<file path="src/qslerp_fifo.sv">
module qslerp_fifo #(
  parameter int WIDTH = 8,
  parameter int DEPTH = 4
) (
  input  logic             clk,
  input  logic             rst,
  input  logic             push,
  input  logic [WIDTH-1:0] wdata,
  output logic             full,
  input  logic             pop,
  output logic [WIDTH-1:0] rdata,
  output logic             empty
);

  localparam int AW = (DEPTH > 1) ? $clog2(DEPTH) : 1;

  logic [WIDTH-1:0] mem [DEPTH];
  logic [AW-1:0]    wp;
  logic [AW-1:0]    rp;
  logic [AW:0]      cnt;
  logic             do_push;
  logic             do_pop;

  assign full    = cnt == (AW+1)'(DEPTH);
  assign empty   = cnt == '0;
  assign do_push = push && !full;
  assign do_pop  = pop && !empty;
  assign rdata   = mem[rp];

  always_ff @(posedge clk) begin
    if (rst) begin
      wp  <= '0;
      rp  <= '0;
      cnt <= '0;
    end else begin
      if (do_push) begin
        wp <= (wp == AW'(DEPTH-1)) ? '0 : wp + 1'b1;
      end
      if (do_pop) begin
        rp <= (rp == AW'(DEPTH-1)) ? '0 : rp + 1'b1;
      end
      if (do_push && !do_pop) begin
        cnt <= cnt + 1'b1;
      end else if (do_pop && !do_push) begin
        cnt <= cnt - 1'b1;
      end
    end
  end

  always_ff @(posedge clk) begin
    if (do_push) begin
      mem[wp] <= wdata;
    end
  end

endmodule

</file>
<file path="config.mk">
export PLATFORM = sky130hd
export DESIGN_NAME = qslerp_fifo
export DESIGN_NICKNAME = d
export VERILOG_FILES = /design/src/qslerp_fifo.sv
export SDC_FILE = /design/constraint.sdc
export NUM_CORES = 1
export LEC_CHECK = 0
export BUFFER_PORTS_ARGS = -buffer_cell sky130_fd_sc_hd__clkbuf_2
export CAP_MARGIN = 20
export CORE_AREA = 2 2 59 55
export DETAILED_ROUTE_END_ITERATION = 10
export DIE_AREA = 0 0 61 57
export MAX_ROUTING_LAYER = met4
export PLACE_DENSITY = 0.88
export SLEW_MARGIN = 0
export SYNTH_ARGS = -nofsm -noshare
export SYNTH_HDL_FRONTEND = slang
export SYNTH_SLANG_ARGS = --single-unit
</file>
<file path="constraint.sdc">
create_clock -name clk -period 4.59 [get_ports clk]
set_clock_uncertainty 0.2 [all_clocks]
set_input_delay 0.459 -clock clk [delete_from_list [all_inputs] [get_ports clk]]
set_output_delay 0.459 -clock clk [all_outputs]
set_load 0.02 [all_outputs]
</file>
* Word-level counts from Yosys, hierarchy flattened
Memories as Yosys holds them, arrays and structs flattened. A register that Yosys moved wholly into a read port is not among the register bits.
Index checks and enable logic that the tools add are counted.
** Operators by class
- $add $sub $neg :: 4
- Equal/unequal tests :: 3
- Mux-type cells :: 8
- Reduce and logical (&&, ||, !) cells :: 10
** Operator list (number)
- 2-to-1 mux 2 bit :: 4
- 2-to-1 mux 3 bit :: 2
- adder 2 x 1 -> 2 bit, second input constant :: 2
- equality test 2 bit, second input constant :: 2
- logical AND 1 bit :: 4
- zero test 1 bit :: 4
- adder 3 x 1 -> 3 bit, second input constant :: 1
- equality test 3 bit, second input constant :: 1
- zero test 3 bit :: 1
- subtractor 3 x 1 -> 3 bit, second input constant :: 1
- 2-to-1 mux 1 bit :: 2
- nonzero test 2 bit :: 1
** Word-level totals
- Register bits :: 7
- Bits in writable memories :: 32
- Bits of input ports :: 12
- Logic and storage cells :: 29
- Memories kept :: 1
** Memories
- mem :: words 4, bits a word 8, read ports 1, clocked after memory_dff 1, wr ports 1, RTL line 17 : logic [WIDTH-1:0] mem [DEPTH];

* Logic depth before layout (Yosys ltp)
- Depth after elaboration :: 7
- Gate-level depth with buffers :: 10
- Mapped depth without buffers :: 9

* Worst setup path before layout
No wires, ideal clock.
- Path type :: register -> register
- Start :: reg cnt[0]
- End :: reg cnt[2]
- Library setup time :: 0.070 ns
- Arrival :: 2.124 ns
- Required time :: 4.320 ns
- Slack :: 2.196 ns
- Cell stages (with the launch flop) :: 11
- Path buffers :: 1
- Path through :: dfxtp_1 > or3b_1 > buf_6 > clkinv_4 > nor2_2 > ha_1 > inv_1 > fa_1 > xor2_1 > or3_2 > a21oi_1
** Between the ends
- Cells in the longest elaborated chain, start to end :: 6
- Elaborated cells between the ends (all ways) :: 15
- Classes of those cells :: add/sub (2); eq/ne (1); mux (2); reduce/logical (10)
** RTL lines
- start, declared :: RTL line 20 : logic [AW:0] cnt;
- start signal, assigned :: RTL line 43 : cnt <= cnt + 1'b1;
- start signal, assigned :: RTL line 45 : cnt <= cnt - 1'b1;
- equality test 3 bit (*) :: RTL line 24 : assign full = cnt == (AW+1)'(DEPTH);
- named net full :: RTL line 9 : output logic full,
- zero test 1 bit (*) :: RTL line 26 : assign do_push = push && !full;
- logical AND 1 bit (*) :: RTL line 26
- named net do_push :: RTL line 21 : logic do_push;
- zero test 1 bit :: RTL line 44 : end else if (do_pop && !do_push) begin
- logical AND 1 bit :: RTL line 44
- nonzero test 2 bit (no line)
Mark *: on every way through the listed nets, which the timed path passes. The rest lies on a longest branch. The select of a mux whose other input is x is not followed.
A chain may end at the register's enable or synchronous reset.

* Worst setup path in the final report
- Start :: reg cnt[0]
- End :: reg cnt[2]
** Between the ends
- Cells in the longest elaborated chain, start to end :: 6
- Elaborated cells between the ends (all ways) :: 15
- Classes of those cells :: add/sub (2); eq/ne (1); mux (2); reduce/logical (10)
** RTL lines (RTL line)
- equality test 3 bit (*) :: 24
- zero test 1 bit (*) :: 26
- logical AND 1 bit (*) :: 26
- named net do_push :: 21
- zero test 1 bit :: 44
- logical AND 1 bit :: 44
- nonzero test 2 bit (no line)
Marked as above.

==> results.json <==
{
  "crit_start": "cnt[0]",
  "dpl.hpwl_um": 1830,
  "grt_pass1_wl_um": 4080,
  "postPlaceCellArea_um2": 1780,
  "drtIter0Drc": 37,
  "cts_resized": 0,
  "fin_crit_sh_pct": 57.6,
  "clkSlewWorstSetupHoldPaths_ps": 110,
  "postRouteAntennaNets": 0,
  "hold_violations": 0,
  "required_ps": 4660,
  "fmax_ghz": 0.378,
  "cts_root_buf": "clkbuf_4",
  "cp_max_fo": 7,
  "cp-end-kind": "flop",
  "dieWidth_um": 61,
  "clockBufferDepth": 2,
  "dp.cells": 151,
  "antennaDiodeCount": 0,
  "grt_pass1_vias": 886,
  "clock-sinks": 41,
  "final_area_um2": 1850,
  "grt_use_total_pct": 17.6,
  "ys_seq_elements": 41,
  "layout_commonest_cell": "edfxtp_1",
  "antenna_found_initial": 0,
  "drc_errors": 0,
  "top_usage_layer": "met2",
  "drive_gt1_share_pct": 37.6,
  "worstHoldStart": "wdata[3]",
  "final_util_pct": 63.4,
  "vias_per_cell": 5.47,
  "instances_no_fill": 159,
  "rows": 19,
  "start_util_pct": 56.3,
  "finalWeightedCongestion": 0.726,
  "yosys.cell_types.count": 26,
  "worst_slew_pin_slew_ps": 516,
  "grtUsageMet3_pct": 6.80,
  "outcome": "finished, final reports clean",
  "leakage_nw": 0.690,
  "synth_edf_count": 32,
  "holdBufCountCts": 0,
  "io_pins": 22,
  "routed_wl_um": 2550,
  "ys.flop_type": "edfxtp_1",
  "hold_path.class": "in -> reg",
  "cts_buffers": 5,
  "avgSynthCellArea_um2": 17.9,
  "tns_ps": 0,
  "synth.net_count": 111,
  "final_cell_mix": "32 x edfxtp_1, 21 x clkbuf_2, 9 x dfxtp_1",
  "critPathKind": "reg -> reg",
  "clk_latency_ps": 340,
  "cts_tree": "yes",
  "route.detailed.wl_per_inst_um": 16.0,
  "port_buffers": 21,
  "slew_viol_final": 0,
  "grt_max_degree": 13,
  "setup_viol": 0,
  "htreeDepth": 2,
  "async_flop_share_pct": 0,
  "dp_slack_ps": 1990,
  "die_area_um2": 3480,
  "netlist_area_um2": 1650,
  "finalNetCount": 135,
  "grt_use_met2_pct": 29.6,
  "met1_usage_pct": 19.0,
  "setup_slack_ps": 1950,
  "finalCriticalPeriod_ps": 2640,
  "vdd_drop_max_uv": 277,
  "synthCells": 92,
  "rsz0062_at_grt": "no",
  "ys_seq_area_share_pct": 69.4,
  "cp-start-kind": "flop",
  "syn_to_final_growth_pct": 12.7,
  "coreArea_um2": 2920,
  "timing.max_slew.rel_slack_pct": 65.5,
  "rr_startpoint": "cnt[0]",
  "worstPathArrival_ps": 2720,
  "power_density_nw_per_um2": 528,
  "gr-total-overflow": 0,
  "postCtsSetupBuffers": 0,
  "drt-pass1-iter-count": 2,
  "vias": 870,
  "yosys_warnings": 0,
  "drv_cap": 0,
  "fp.dieH_um": 57
}
per-stage QoR:
stage	total power, mW	hold WS, ps
after floorplan	0.699	263
final	0.978	124
after global routing	1.04	103
after global placement	0.756	277
after detailed placement	0.774	315
after CTS	0.989	115
where the power goes:
| group | switching [mW] | internal (mW) | total (mW) |
|---|---|---|---|
| registers | 0.0449 | 0.453 | 0.497 |
| clock network | 0.104 | 0.113 | 0.217 |
| logic | 0.143 | 0.121 | 0.264 |
registers in the layout (all words and copies together), names as in the netlist, named ones only:
name,flops
mem,32
rp,2
cnt,3
wp,2
layer usage:
layer	part of all wire (%)	vias to the layer above
met3	4.9	6
met4	1.4	0
met5	0	-
met2	54	27
li1	-	398
met1	40	439
path summary, 6_finish.rpt:
check / endpoint / slack (ps) / depth (start not counted)
worst max-delay path: cnt[2] / 1950 / 9
worst min-delay path: mem[2][3] / 120 / 1
worst max register to register: cnt[2] / 1950 / 9
worst min register to register: flop / 330 / 2
cell families after synthesis:
logic type	Yosys count	synth area share (%)
AOI/OAI and AO/OA	7	3.04
muxes	10	12.2
xor gates and xnor gates	2	1.06
and+or+nand+nor	16	5.70
DFF	41	69.4
buffers and inverters	9	2.89
adders and majority gates	7	5.78
synth_stat cells, types with 2 or more instances:
library cell	n	share of area, %
o31ai_2	2	1.5
mux2i_1	2	1.2
inv_1	4	0.91
nor3_1	2	0.61
nand3_1	2	0.61
dfxtp_1	9	11
ha_1	6	4.6
xor2_1	2	1.1
a21oi_1	3	0.91
mux4_2	8	11
edfxtp_1	32	58
and3_2	4	1.8
nor2_1	3	0.68
worst max-delay path: stages, from the launching register on:
cell and delay [ps]:
dfxtp_1 460, or3b_1 300, clkinv_4 80, nor2_2 160, ha_1 220, inv_1 60, fa_1 370, xor2_1 150
or3_2 410, a21oi_1 160
final cells by class:
cell class                 count  area (µm²)
timing repair buffer          21         105
clock inverter                 2        33.8
inverter                       5        23.8
tap                           42        52.6
fill                         216        1070
multi-input combinational     42         457
clock buffer                   6        41.3
sequential                    41        1140
(Power assumes the default switching activity.)
